## config.mk

```make
export PLATFORM = sky130hd
export DESIGN_NAME = http_header_name_matcher
export DESIGN_NICKNAME = d
export VERILOG_FILES = /design/src/hhnm_pkg.sv /design/src/hhnm_in_reg.sv /design/src/hhnm_match_core.sv /design/src/hhnm_out_reg.sv /design/src/http_header_name_matcher.sv
export VERILOG_INCLUDE_DIRS = /design/src /design/src/src
export SDC_FILE = /design/constraint.sdc
export NUM_CORES = 1
export LEC_CHECK = 0
export ABC_AREA = 1
export BUFFER_PORTS_ARGS = -buffer_cell sky130_fd_sc_hd__buf_4
export CAP_MARGIN = 10
export CORE_ASPECT_RATIO = 0.5
export CORE_MARGIN = 2
export CORE_UTILIZATION = 30
export CTS_CLUSTER_DIAMETER = 150
export DETAILED_ROUTE_END_ITERATION = 10
export MAX_ROUTING_LAYER = met4
export PLACE_DENSITY = 0.44
export SLEW_MARGIN = 20
export SYNTH_ARGS = -nofsm -noshare
export SYNTH_HDL_FRONTEND = slang
export SYNTH_SLANG_ARGS = --single-unit
```

## constraint.sdc

```tcl
create_clock -name clk -period 5.55 [get_ports clk]
set_input_delay 1.11 -clock clk [delete_from_list [all_inputs] [get_ports clk]]
set_output_delay 1.11 -clock clk [all_outputs]
set_load 0.005 [all_outputs]
```

## src/http_header_name_matcher_macros.svh

```systemverilog
// Assertion macros used by the header name matcher top level.
`ifndef HTTP_HEADER_NAME_MATCHER_MACROS_SVH
`define HTTP_HEADER_NAME_MATCHER_MACROS_SVH

`ifndef ASSERT_OFF
// Same-cycle implication, disabled while in reset.
`define HHNM_ASSERT_NOW(lbl, clk, rst_n, ante, cons, msg) \
    lbl: assert property (@(posedge clk) disable iff (!rst_n) (ante) |-> (cons)) \
        else $error(msg);
// Next-cycle implication, disabled while in reset.
`define HHNM_ASSERT_NEXT(lbl, clk, rst_n, ante, cons, msg) \
    lbl: assert property (@(posedge clk) disable iff (!rst_n) (ante) |=> (cons)) \
        else $error(msg);
`else
`define HHNM_ASSERT_NOW(lbl, clk, rst_n, ante, cons, msg)
`define HHNM_ASSERT_NEXT(lbl, clk, rst_n, ante, cons, msg)
`endif

`endif

```

## src/hhnm_pkg.sv

```systemverilog
// Shared types, constants and the header name dictionary for the name matcher.
package hhnm_pkg;

    localparam int NUM_NAMES    = 62;
    localparam int MAX_NAME_LEN = 27;
    localparam int POS_W        = 5;
    localparam int IDX_W        = 6;
    localparam int DICT_CHARS   = 32;

    localparam logic [POS_W-1:0] POS_MAX = '1;

    // One input beat: a byte of the name and the end-of-name marker.
    typedef struct packed {
        logic [7:0] name_byte;
        logic       last;
    } name_beat_t;

    // One result beat.
    typedef struct packed {
        logic             found;
        logic [IDX_W-1:0] token_index;
    } result_t;

    // Result handed from the match core to the output register.
    typedef struct packed {
        logic    emit;
        result_t result;
    } core_out_t;

    // Dictionary text, right-aligned: the last character sits in the low byte.
    localparam logic [8*DICT_CHARS-1:0] DICT_TEXT [NUM_NAMES] = '{
        ":authority", ":method", ":path", ":scheme",
        ":status", "accept", "accept-charset",
        "accept-encoding", "accept-language", "accept-ranges",
        "access-control-allow-origin", "age", "allow",
        "authorization", "cache-control", "cache-digest",
        "connection", "content-disposition",
        "content-encoding", "content-language",
        "content-length", "content-location",
        "content-range", "content-type", "cookie",
        "date", "etag", "expect", "expires", "from",
        "host", "http2-settings", "if-match",
        "if-modified-since", "if-none-match", "if-range",
        "if-unmodified-since", "keep-alive", "last-modified",
        "link", "location", "max-forwards",
        "proxy-authenticate", "proxy-authorization", "range",
        "referer", "refresh", "retry-after", "server",
        "set-cookie", "strict-transport-security", "te",
        "transfer-encoding", "upgrade", "user-agent",
        "vary", "via", "www-authenticate",
        "x-compress-hint", "x-forwarded-for", "x-reproxy-url",
        "x-traffic"
    };

    // Length of each dictionary entry in bytes.
    localparam logic [POS_W-1:0] DICT_LEN [NUM_NAMES] = '{
        5'd10, 5'd7, 5'd5, 5'd7,
        5'd7, 5'd6, 5'd14,
        5'd15, 5'd15, 5'd13,
        5'd27, 5'd3, 5'd5,
        5'd13, 5'd13, 5'd12,
        5'd10, 5'd19,
        5'd16, 5'd16,
        5'd14, 5'd16,
        5'd13, 5'd12, 5'd6,
        5'd4, 5'd4, 5'd6, 5'd7, 5'd4,
        5'd4, 5'd14, 5'd8,
        5'd17, 5'd13, 5'd8,
        5'd19, 5'd10, 5'd13,
        5'd4, 5'd8, 5'd12,
        5'd18, 5'd19, 5'd5,
        5'd7, 5'd7, 5'd11, 5'd6,
        5'd10, 5'd25, 5'd2,
        5'd17, 5'd7, 5'd10,
        5'd4, 5'd3, 5'd16,
        5'd15, 5'd15, 5'd13,
        5'd9
    };

endpackage

```

## src/hhnm_in_reg.sv

```systemverilog
// Input register stage: captures one name beat and holds it until the core consumes it.
module hhnm_in_reg (
    input  logic                clk,
    input  logic                rst_n,
    input  logic                byte_valid,
    output logic                byte_stall,
    input  hhnm_pkg::name_beat_t byte_data,
    input  logic                consume,
    output logic                beat_valid,
    output hhnm_pkg::name_beat_t beat
);
    import hhnm_pkg::*;

    logic       valid_reg;
    logic       valid_next;
    name_beat_t beat_reg;
    logic       load;

    // Stall the sender while a held beat cannot move on
    assign byte_stall = valid_reg && !consume;
    assign load       = byte_valid && !byte_stall;

    // Keep the stage full while new beats arrive
    always_comb
    begin
        valid_next = valid_reg;
        if (load)
        begin
            valid_next = 1'b1;
        end
        else if (consume)
        begin
            valid_next = 1'b0;
        end
    end

    always_ff @(posedge clk or negedge rst_n)
    begin
        if (!rst_n)
        begin
            valid_reg <= 1'b0;
        end
        else
        begin
            valid_reg <= valid_next;
        end
    end

    // Capture the payload on every accepted beat
    always_ff @(posedge clk)
    begin
        if (load)
        begin
            beat_reg <= byte_data;
        end
    end

    assign beat_valid = valid_reg;
    assign beat       = beat_reg;

endmodule

```

## src/hhnm_match_core.sv

```systemverilog
// Match core: candidate mask and byte position, updated once per consumed beat.
module hhnm_match_core (
    input  logic                 clk,
    input  logic                 rst_n,
    input  logic                 consume,
    input  hhnm_pkg::name_beat_t beat,
    output hhnm_pkg::core_out_t  core_out
);
    import hhnm_pkg::*;

    logic [NUM_NAMES-1:0] cand_mask_reg;
    logic [NUM_NAMES-1:0] cand_mask_next;
    logic [POS_W-1:0]     pos_reg;
    logic [POS_W-1:0]     pos_next;
    logic [NUM_NAMES-1:0] match_vec;
    logic [NUM_NAMES-1:0] new_mask;
    logic                 hit;
    logic [IDX_W-1:0]     hit_idx;

    // Compare the byte against each surviving entry at the current position
    always_comb
    begin
        logic [POS_W-1:0] off;
        match_vec = '0;
        for (int i = 0; i < NUM_NAMES; i++)
        begin
            off = DICT_LEN[i] - POS_W'(1) - pos_reg;
            match_vec[i] = cand_mask_reg[i] && (pos_reg < DICT_LEN[i]) &&
                           (DICT_TEXT[i][{off, 3'b000} +: 8] == beat.name_byte);
        end
        new_mask = (pos_reg < POS_W'(MAX_NAME_LEN)) ? match_vec : '0;
    end

    // Pick the entry whose length equals the bytes seen; entries are distinct,
    // so at most one can hit and OR-ing the indexes is enough
    always_comb
    begin
        hit     = 1'b0;
        hit_idx = '0;
        for (int i = 0; i < NUM_NAMES; i++)
        begin
            if (new_mask[i] &&
                ({1'b0, DICT_LEN[i]} == ({1'b0, pos_reg} + (POS_W+1)'(1))) &&
                (DICT_LEN[i] <= POS_W'(MAX_NAME_LEN)))
            begin
                hit     = 1'b1;
                hit_idx = hit_idx | IDX_W'(i);
            end
        end
    end

    // Advance the state, or rewind it at the end of a name
    always_comb
    begin
        cand_mask_next = cand_mask_reg;
        pos_next       = pos_reg;
        if (consume)
        begin
            if (beat.last)
            begin
                cand_mask_next = '1;
                pos_next       = '0;
            end
            else
            begin
                cand_mask_next = new_mask;
                pos_next       = (pos_reg == POS_MAX) ? POS_MAX : pos_reg + POS_W'(1);
            end
        end
    end

    always_ff @(posedge clk or negedge rst_n)
    begin
        if (!rst_n)
        begin
            cand_mask_reg <= '1;
            pos_reg       <= '0;
        end
        else
        begin
            cand_mask_reg <= cand_mask_next;
            pos_reg       <= pos_next;
        end
    end

    assign core_out.emit               = consume && beat.last;
    assign core_out.result.found       = hit;
    assign core_out.result.token_index = hit_idx;

endmodule

```

## src/hhnm_out_reg.sv

```systemverilog
// Output register: holds one result beat until the receiver takes it.
module hhnm_out_reg (
    input  logic                clk,
    input  logic                rst_n,
    input  hhnm_pkg::core_out_t core_out,
    output logic                out_free,
    output logic                result_valid,
    input  logic                result_stall,
    output hhnm_pkg::result_t   result_data
);
    import hhnm_pkg::*;

    logic    valid_reg;
    logic    valid_next;
    result_t data_reg;

    // The register can take a new beat when empty or being drained
    assign out_free = !valid_reg || !result_stall;

    // Hold the beat while stalled, drop it once taken
    always_comb
    begin
        if (core_out.emit)
        begin
            valid_next = 1'b1;
        end
        else
        begin
            valid_next = valid_reg && result_stall;
        end
    end

    always_ff @(posedge clk or negedge rst_n)
    begin
        if (!rst_n)
        begin
            valid_reg <= 1'b0;
        end
        else
        begin
            valid_reg <= valid_next;
        end
    end

    always_ff @(posedge clk)
    begin
        if (core_out.emit)
        begin
            data_reg <= core_out.result;
        end
    end

    assign result_valid = valid_reg;
    assign result_data  = data_reg;

endmodule

```

## src/http_header_name_matcher.sv

```systemverilog
// Top level of the HTTP header name matcher.
// Takes a header field name one byte per beat (last marks the final byte) and, on the
// final byte, delivers one result beat: found, and the index 0..61 of the dictionary
// entry that equals the whole name case-sensitively (index 0 when not found). Names
// longer than 27 bytes are never found. The block accepts one byte every cycle while
// the result side is not stalled; a byte passes an input register, then compare logic
// against all 62 entries updates the candidate mask and loads the result register.
// No clearing pass after reset.
module http_header_name_matcher (
    input  logic                 clk,
    input  logic                 rst_n,
    input  logic                 byte_valid,
    output logic                 byte_stall,
    input  hhnm_pkg::name_beat_t byte_data,
    output logic                 result_valid,
    input  logic                 result_stall,
    output hhnm_pkg::result_t    result_data
);
    import hhnm_pkg::*;
    `include "http_header_name_matcher_macros.svh"

    logic       beat_valid;
    name_beat_t beat;
    logic       out_free;
    logic       consume;
    core_out_t  core_out;

    // Move the held beat into the core when the result side has room
    assign consume = beat_valid && out_free;

    hhnm_in_reg u_in_reg (
        .clk        (clk),
        .rst_n      (rst_n),
        .byte_valid (byte_valid),
        .byte_stall (byte_stall),
        .byte_data  (byte_data),
        .consume    (consume),
        .beat_valid (beat_valid),
        .beat       (beat)
    );

    hhnm_match_core u_core (
        .clk      (clk),
        .rst_n    (rst_n),
        .consume  (consume),
        .beat     (beat),
        .core_out (core_out)
    );

    hhnm_out_reg u_out_reg (
        .clk          (clk),
        .rst_n        (rst_n),
        .core_out     (core_out),
        .out_free     (out_free),
        .result_valid (result_valid),
        .result_stall (result_stall),
        .result_data  (result_data)
    );

    `HHNM_ASSERT_NOW(a_stall_needs_beat, clk, rst_n, byte_stall, beat_valid, "stall without a held beat")
    `HHNM_ASSERT_NEXT(a_last_gives_result, clk, rst_n, consume && beat.last, result_valid, "final byte produced no result")
    `HHNM_ASSERT_NOW(a_miss_index_zero, clk, rst_n, result_valid && !result_data.found, result_data.token_index == '0, "miss with nonzero index")
    `HHNM_ASSERT_NEXT(a_rewind_after_last, clk, rst_n, consume && beat.last, (u_core.pos_reg == '0), "position not rewound")
    `HHNM_ASSERT_NOW(a_emit_has_room, clk, rst_n, core_out.emit, out_free, "result emitted into a full register")

endmodule
```

# Word-level counts from Yosys, hierarchy flattened
# Cells that the tools add are included.
# Widths: inputs -> output; s select.
# op_classes
n_eq_ne,83
n_reduce_logical,202
magnitude_cmp,20
addsub,22
muxes,71
shift,62
# op_table
op,count
$shiftx 256x9->8 const A,62
$eq 8x8->1,62
$logic_and 1x1->1,191
$mux 62,3
$mux 6,29
$mux 5,19
$reduce_or 61->1,1
$eq 4x6->1 const A,8
$lt 5x4->1 const B,8
$sub 4x5->5 const A,8
$eq 5x6->1 const A,6
$mux 4,8
$lt 5x5->1 const B,6
$reduce_or 30->1,1
$sub 5x5->5 const A,5
$eq 3x6->1 const A,4
$lt 5x3->1 const B,4
$sub 3x5->5 const A,4
$reduce_or 14->1,1
$eq 2x6->1 const A,2
$mux 3,4
$lt 5x2->1 const B,2
$sub 2x5->5 const A,2
$add 5x1->6 const B,1
other kinds (10),19
# totals
wordCells,473
reg_bits,85
input_bits,13
output_inout_bits,9

# Depth between registers and ports, before layout
# Gate-level depths: netlist of run 1.
# logic_depth
depth_word,66
depth_mapped,26

# Cells and area by module
# From an unflattened synthesis of run 1, not the netlist that was laid out.
# hier_totals
cells_unflattened,3118
area_unflattened_um2,16642.2
# modules_own_cells
module,area_each_um2,cells_per_inst,n_inst,seq_area_each_um2
hhnm_match_core,16055.4,3089,1,1754.2
hhnm_in_reg,327.8,16,1,295.3
hhnm_out_reg,251.5,11,1,235.2
http_header_name_matcher,7.5,2,1,0.0

# Worst setup path after synthesis of run 1
# Ideal clock, no wire load.
# synth_path
kind,register to register
from,register u_core.pos_reg[0]
to,register u_out_reg.data_reg (netlist bit u_out_reg.result_data[5]) (data pin)
arrival_ns,3.048
stages_incl_launch_ff,22
required_ns,5.289
slack_ns,2.240
setup_time_ns,0.261
cell_sequence,dfrtp_1 > buf_6 > inv_6 > buf_6 > buf_4 > ha_1 > buf_2 > buf_2 > nand2_1 > inv_1 > ha_1 > inv_1 > buf_1 > nand3_1 > o21ai_0 > nor2_1 > nand4_1 > nand2_1 > nor2_1 > nand3_1 > nor2_1 > nand3b_1
# synth_via
elab_chain_len,7
word_cells_on_any_way,208
# synth_lines
element,line_no,text
"start, declared",hhnm_match_core.sv:13,logic [POS_W-1:0] pos_reg;
"start signal, assigned",hhnm_match_core.sv:82,pos_reg <= pos_next;
$sub 4x5->5 (tied with other cells),hhnm_match_core.sv:27,off = DICT_LEN[i] - POS_W'(1) - pos_reg;
$shiftx 256x9->8,hhnm_match_core.sv:29,"(DICT_TEXT[i][{off, 3'b000} +: 8] == beat.name_byte);"
$eq 8x8->1,hhnm_match_core.sv:29,
$logic_and 1x1->1,hhnm_match_core.sv:28,match_vec[i] = cand_mask_reg[i] && (pos_reg < DICT_LEN[i]) &&
$mux 62,hhnm_match_core.sv:31,new_mask = (pos_reg < POS_W'(MAX_NAME_LEN)) ? match_vec : '0;
$logic_and 1x1->1,hhnm_match_core.sv:42,if (new_mask[i] &&
$reduce_or 30->1 (no line) (*),n/a,
"end signal, assigned",hhnm_out_reg.sv:49,data_reg <= core_out.result;
"end, declared",hhnm_out_reg.sv:15,result_t data_reg;
# Every way passes the cells marked *; elsewhere a longest branch is shown, timed or not.
# A chain may end at the register's enable or synchronous reset.

# Worst setup path after layout of run 1
# layout_path
from,register u_core.pos_reg[0]
to,register u_out_reg.data_reg (netlist bit u_out_reg.result_data[4]) (data pin)
# layout_via
elab_chain_len,38
word_cells_on_any_way,231
# layout_lines
element,line_no
$sub 4x5->5,hhnm_match_core.sv:27
$shiftx 256x9->8,hhnm_match_core.sv:29
$eq 8x8->1,hhnm_match_core.sv:29
$logic_and 1x1->1,hhnm_match_core.sv:28
$mux 62,hhnm_match_core.sv:31
$logic_and 1x1->1,hhnm_match_core.sv:42
$mux 5 (16 in series),hhnm_match_core.sv:42
$mux 6 (16 in series),hhnm_match_core.sv:42
# Several ways; a longest one is shown, not always the timed one.

==> results_dict.tcl, run 1 <==
set metrics [dict create \
    status "complete, no violations" \
    fin_crit_ns 4.94 \
    synthTopCellsByArea "nand2_1 25%, nand3_1 15%, dfstp_2 9.5%" \
    postCtsHoldBufs 0 \
    dieWidth_um 342 \
    finalPower_mw 8.40 \
    cts_max_level 3 \
    antenna_found_initial 6 \
    tightest_slew_ns 1.07 \
    final_area_um2 18000 \
    wirelength_mm 103 \
    drv_cap 0 \
    syn_nets 3330 \
    drc_errors 0 \
    clk_latency_ns 0.42 \
    pwr-share-clk 0.081 \
    start_util 0.306 \
    async_reset_ff_frac 0.812 \
    synth_cells 3271 \
    dp_slack_ns 0.943 \
    drive_gt1_frac 0.0849 \
    p_per_area_nw_per_um2 467 \
    synth_edf_count 16 \
    yosysSeqAreaShare 0.133 \
    reg2reg_depth 14 \
    hp-class "register to register" \
    critPathMaxStageDelay_ns 0.69 \
    critPathBufInv 3 \
    std_cell_rows 61 \
    wl_per_cell_um 26.2 \
    post-place-cells 3922 \
    cts_tree "done" \
    syn-cell-area_um2 17100 \
    largest_reg_flops 62 \
    switching_share 0.646 \
    crit_chain "inv_6 -> ha_1 -> buf_4 -> clkinv_1 -> o21ai_0 -> nand2_1 -> o21ai_0 -> o21ai_1 -> nor2_1 -> nand4_1 -> and3_1 -> nand2_1 -> nor3_1 -> nand2_1" \
    clk_pin_slew_ns 0.08 \
    cp_slowest_cell "clkinv_1" \
    synth_top_cell_by_area "nand2_1" \
    crit_end "u_out_reg.result_data[4]" \
    die_h_um 173 \
    place_area_um2 17700 \
    ys_ff_latch 85 \
    core_area_um2 56000 \
    via_count 23200 \
    rrSetupSlack_ns 0.61 \
    pwr-share-comb 0.816 \
    clock_skew_ns 0.0222 \
    drt-initial-drc-count 3521 \
    grt_max_degree 50 \
    clockRootBuffer "clkbuf_16" \
    r2r-start "u_core.pos_reg[0]" \
    crit_family "simple AND/OR/NAND/NOR gates" \
    min_period_over_period 0.890 \
    postRouteAntennaNets 0 \
    p_sw_mw 5.43 \
    cp-startpoint "u_core.pos_reg[0]" \
    cts_setup_buffers 0 \
    setup_violations 0 \
    grt_first_pass_wirelength_mm 149 \
    critPathMaxFanout 26 \
    register_area_um2 2290 \
    dp.final_hpwl_mm 75.0 \
    syn_avg_cell_area_um2 5.24 \
    clock_sinks 85 \
    hold_viol 0 \
    grt_pass1_vias 21100 \
    critPathArrivalTime_ns 5.23 \
    die_area_um2 59200 \
    relSlewSlack 0.279 \
    worst_path_most_repeated_cell "nand2_1" \
    num_io_pins 22 \
    cp_num_cells 14 \
    rsz0062_at_grt "no" \
    synth_top_area_share 0.255 \
    instances_no_fill 3943 \
    timing.final.ws_setup_ns 0.612 \
    grt_overflow 0 \
    slew_violations 0 \
    multiInputGateArea_um2 12800 \
    ir_drop_uv 234 \
    max_freq_ghz 0.203 \
    crit_type "register to register" \
    clockBufferDepth 2 \
    syn_to_final_growth_pct 5.00 \
    cp-start-kind "register" \
    timing.rr.end "u_out_reg.result_data[4]" \
    tns_ns 0 \
    drtPass1Iterations 6 \
    gr-usage-all-layers 0.353 \
    yosysWarnings 0 \
    required_ns 5.84 \
    p_int_mw 2.97 \
    n_fill_cell 6627 \
    pwr-share-seq 0.104 \
    nets 3236 \
    place.port_buffers 21 \
    end_kind "register" \
    yosysUniqueCellTypes 52 \
    ys.flop_type "dfstp_2" \
    cts_buffers 9 \
    gp_congestion 1.05 \
    leakage_nw 9.52 \
    ctsResizeCount 0 \
    via_per_inst 5.87 \
]
## per-stage QoR
stage,hold slack [ns],utilization
after detailed placement,0.467,0.316
after global routing,0.503,0.321
final,0.472,0.321
after floorplan,0.451,-
after global placement,0.466,0.316
after CTS,0.478,0.321
## how the worst min path moves through the flow
stage / to / cells after the start / startpoint
floorplan: u_core.cand_mask_reg[13] / 2 / u_core.cand_mask_reg[13]
global placement: u_core.cand_mask_reg[59] / 2 / u_core.cand_mask_reg[59]
detailed placement: u_core.cand_mask_reg[4] / 2 / u_core.cand_mask_reg[4]
CTS: u_core.cand_mask_reg[4] / 2 / u_core.cand_mask_reg[4]
global route: u_core.cand_mask_reg[10] / 2 / u_core.cand_mask_reg[10]
finish: u_core.cand_mask_reg[4] / 2 / u_core.cand_mask_reg[4]
## tightest hold or removal path: cells and delay by family, from the launching register on
kind	cells	cell delay, ns
buf+inv	1	0.06
flops	1	0.36
compound gates	1	0.06
## Yosys cell counts (4+ instances only)
master and instances:
nor3_1 36, nand2_2 31, a22oi_1 8, nor2_1 434, nor3_2 6, nand3_2 13, inv_1 212, nand3b_1 7
clkbuf_1 63, dfstp_2 62, nand3_1 499, dfrtp_1 7, nor2_2 12, a31oi_1 8, a21oi_1 108, inv_2 14
edfxtp_1 16, buf_2 61, o22a_1 4, o21ai_1 19, o22ai_1 4, buf_4 15, ha_1 46, clkinv_1 5
xor2_1 51, nand4_1 136, buf_1 29, o211ai_1 10, buf_6 32, nand2_1 1163, o21ai_0 127
## layout by cell type, fill, tap and decap left out, drive strengths merged, types with 8 or more instances in the layout
cell type  count
a21oi        108
a22oi          8
a31oi          8
buf           98
clkbuf        10
clkinv         8
dfstp         62
edfxtp        16
ha            46
inv          229
nand2       1197
nand3        513
nand4        136
nor2         447
nor3          42
o211ai        10
o21ai        148
xor2          52
## layout make-up
cell class,instances,share of cell area
Multi-Input combinational cell,2750,0.714
Clock buffer,10,0.0127
Timing Repair Buffer,98,0.0416
Inverter,233,0.0490
Sequential cell,85,0.127
Clock inverter,6,0.00257
Tap cell,756,0.0526
Antenna cell,5,0.000696
## kinds of logic after synthesis
| family | count (synthesis) | synth area share |
|---|---|---|
| and+or+nand+nor | 2352 | 0.593 |
| DFF | 85 | 0.133 |
| xor gates and xnor gates | 55 | 0.0286 |
| buffers and inverters | 436 | 0.119 |
| adders and majority gates | 46 | 0.0336 |
| AOI/OAI and AO/OA | 297 | 0.0927 |
## per-layer routing
layer  GRT usage  vias up  routed length, um
met5           -        -                  0
met4       0.128        0               4070
met3       0.108      260              14200
met2       0.479     1507              40600
met1       0.484    10900              44600
li1            -    10500                  -
## power by group through the flow
stage	combinational [mW]	clock (mW)	sequential, mW
final	6.85	0.678	0.872
after global placement	6.56	0	0.878
after CTS	6.56	0.695	0.871
after detailed placement	6.53	0	0.881
after floorplan	4.65	0	0.861
after global routing	7.46	0.713	0.885
Power figures use the tool's default switching activity.
==> run 2, diff against run 1 <==
- SLEW_MARGIN: 20 -> not set
- TNS_END_PERCENT: not set -> 5
- clock period: 5.55 -> 5.1 ns (I/O delays scaled with it)
==> run 2 against run 1 <==
Effect of this change: global-route usage increased by 0.44 points; critical path depth increased by 5; via count decreased by 0.19%; routed wire length increased by 1.6%; non-clock buffer count increased by 19; count of clock-buffer cells in the layout decreased by 1; critical path type unchanged; critical endpoint is now u_out_reg.result_data[6]; highest routed layer unchanged.
==> results_dict.tcl, run 2 (synthesis results as in run 1) <==
set metrics [dict create \
    nets 3255 \
    syn_to_final_growth_pct 5.94 \
    n_fill_cell 6586 \
    status "complete, no violations" \
    max_freq_ghz 0.217 \
    clockRootBuffer "clkbuf_16" \
    die_area_um2 59200 \
    drc_errors 0 \
    pwr-share-clk 0.082 \
    drive_gt1_frac 0.0906 \
    dr_wl_met2_mm 42.3 \
    layout_commonest_cell "nand2_1" \
    p_int_mw 3.31 \
    switching_share 0.642 \
    finalPower_mw 9.25 \
    drt-initial-drc-count 3430 \
    clock_sinks 85 \
    critPathArrivalTime_ns 4.79 \
    num_io_pins 22 \
    ir_drop_uv 186 \
    grt_max_degree 50 \
    final_cell_mix "1162 x nand2_1, 499 x nand3_1, 433 x nor2_1, 205 x inv_1, 136 x nand4_1" \
    std_cell_rows 61 \
    start_util 0.306 \
    leakage_nw 9.63 \
    pwr-share-seq 0.103 \
    grt_overflow 0 \
    via_per_inst 5.83 \
    grt_first_pass_wirelength_mm 151 \
    antenna_found_initial 5 \
    dp.final_hpwl_mm 77.1 \
    required_ns 5.27 \
    clk_pin_slew_ns 0.10 \
    wl_per_cell_um 26.5 \
    critPathMaxFanout 20 \
    clk_latency_ns 0.42 \
    core_area_um2 56000 \
    relSlewSlack 0.267 \
    dieWidth_um 342 \
    crit_type "register to register" \
    via_count 23100 \
    cp-start-kind "register" \
    ctsResizeCount 0 \
    min_period_over_period 0.905 \
    grt_pass1_vias 21300 \
    setup_violations 0 \
    dp_slack_ns 0.720 \
    routed.top_layer "met4" \
    p_sw_mw 5.94 \
    gp_congestion 1.02 \
    hp-class "register to register" \
    gr-usage-all-layers 0.357 \
    postCtsHoldBufs 0 \
    p_per_area_nw_per_um2 509 \
    clockBufferDepth 2 \
    hold_viol 0 \
    clock_skew_ns 0.0222 \
    pwr-share-comb 0.815 \
    wl_met3_mm 12.9 \
    tightest_slew_ns 1.10 \
    fin_crit_ns 4.62 \
    largest_reg_flops 62 \
    slew_violations 0 \
    place.port_buffers 21 \
    wl_met1_mm 46.5 \
    drtPass1Iterations 7 \
    timing.final.ws_setup_ns 0.482 \
    drv_cap 0 \
    postRouteAntennaNets 0 \
    hold_ws_ns 0.481 \
    cts_setup_buffers 0 \
    rsz0062_at_grt "no" \
    cts_buffers 9 \
    cts_max_level 3 \
    register_area_um2 2290 \
    cts_tree "done" \
    end_kind "register" \
    tns_ns 0 \
    die_h_um 173 \
    wirelength_mm 105 \
    multiInputGateArea_um2 12800 \
]
run 2: final timing paths:
path                                          start                       end  slack (ns)  cells past startpoint
hold / removal             u_core.cand_mask_reg[10]  u_core.cand_mask_reg[10]        0.48                      2
hold reg to reg            u_core.cand_mask_reg[10]  u_core.cand_mask_reg[10]        0.48                      2
min in group asynchronous                     rst_n         u_core.pos_reg[3]        0.67                      1
setup / recovery                  u_core.pos_reg[1]  u_out_reg.result_data[6]        0.48                     19
max in group asynchronous                     rst_n  u_core.cand_mask_reg[12]        3.37                      2
setup reg to reg                  u_core.pos_reg[1]  u_out_reg.result_data[6]        0.48                     19
run 2: stage by stage:
stage,instance area (um^2),util,cells
finish,18200,0.324,3962
CTS,18100,0.324,3957
floorplan,17100,-,3271
global placement,17900,0.319,3941
global route,18200,0.324,3962
detailed placement,17900,0.319,3941
run 2: power groups by stage:
| stage | combinational [mW] | sequential [mW] | clock (mW) |
|---|---|---|---|
| 3_3_place_gp | 7.25 | 0.954 | 0 |
| 5_1_grt | 8.25 | 0.961 | 0.793 |
| 4_1_cts | 7.25 | 0.945 | 0.776 |
| 6_report | 7.54 | 0.949 | 0.758 |
| 2_1_floorplan | 5.06 | 0.937 | 0 |
| 3_5_place_dp | 7.22 | 0.957 | 0 |
run 2: area by class of cell:
class | instances | share of cell area
sequential | 85 | 0.126
clock inverter | 7 | 0.00310
multi-input combinational | 2750 | 0.707
timing repair buffer | 117 | 0.0498
clock buffer | 9 | 0.0124
antenna | 5 | 0.000689
inverter | 233 | 0.0486
tap | 756 | 0.0521
run 2: critical path, cell delays in order (launching register included):
cell and delay [ns]:
dfrtp_1 0.37, buf_4 0.30, ha_1 0.20, buf_4 0.21, inv_1 0.11, ha_1 0.33, inv_1 0.52, nand2_1 0.26
o21ai_0 0.39, nand3_1 0.12, nand4_1 0.13, nor2_1 0.07, nand3_1 0.41, nand2_1 0.18, nor2_2 0.19, nand2_1 0.11
nor2_1 0.21, nand2_1 0.08, nor2_1 0.11, nand2_1 0.05
run 2: routing by layer:
metal,vias to the layer above,track usage
met1,10900,0.495
met4,0,0.124
met5,-,-
met3,212,0.0952
li1,10500,-
met2,1430,0.493
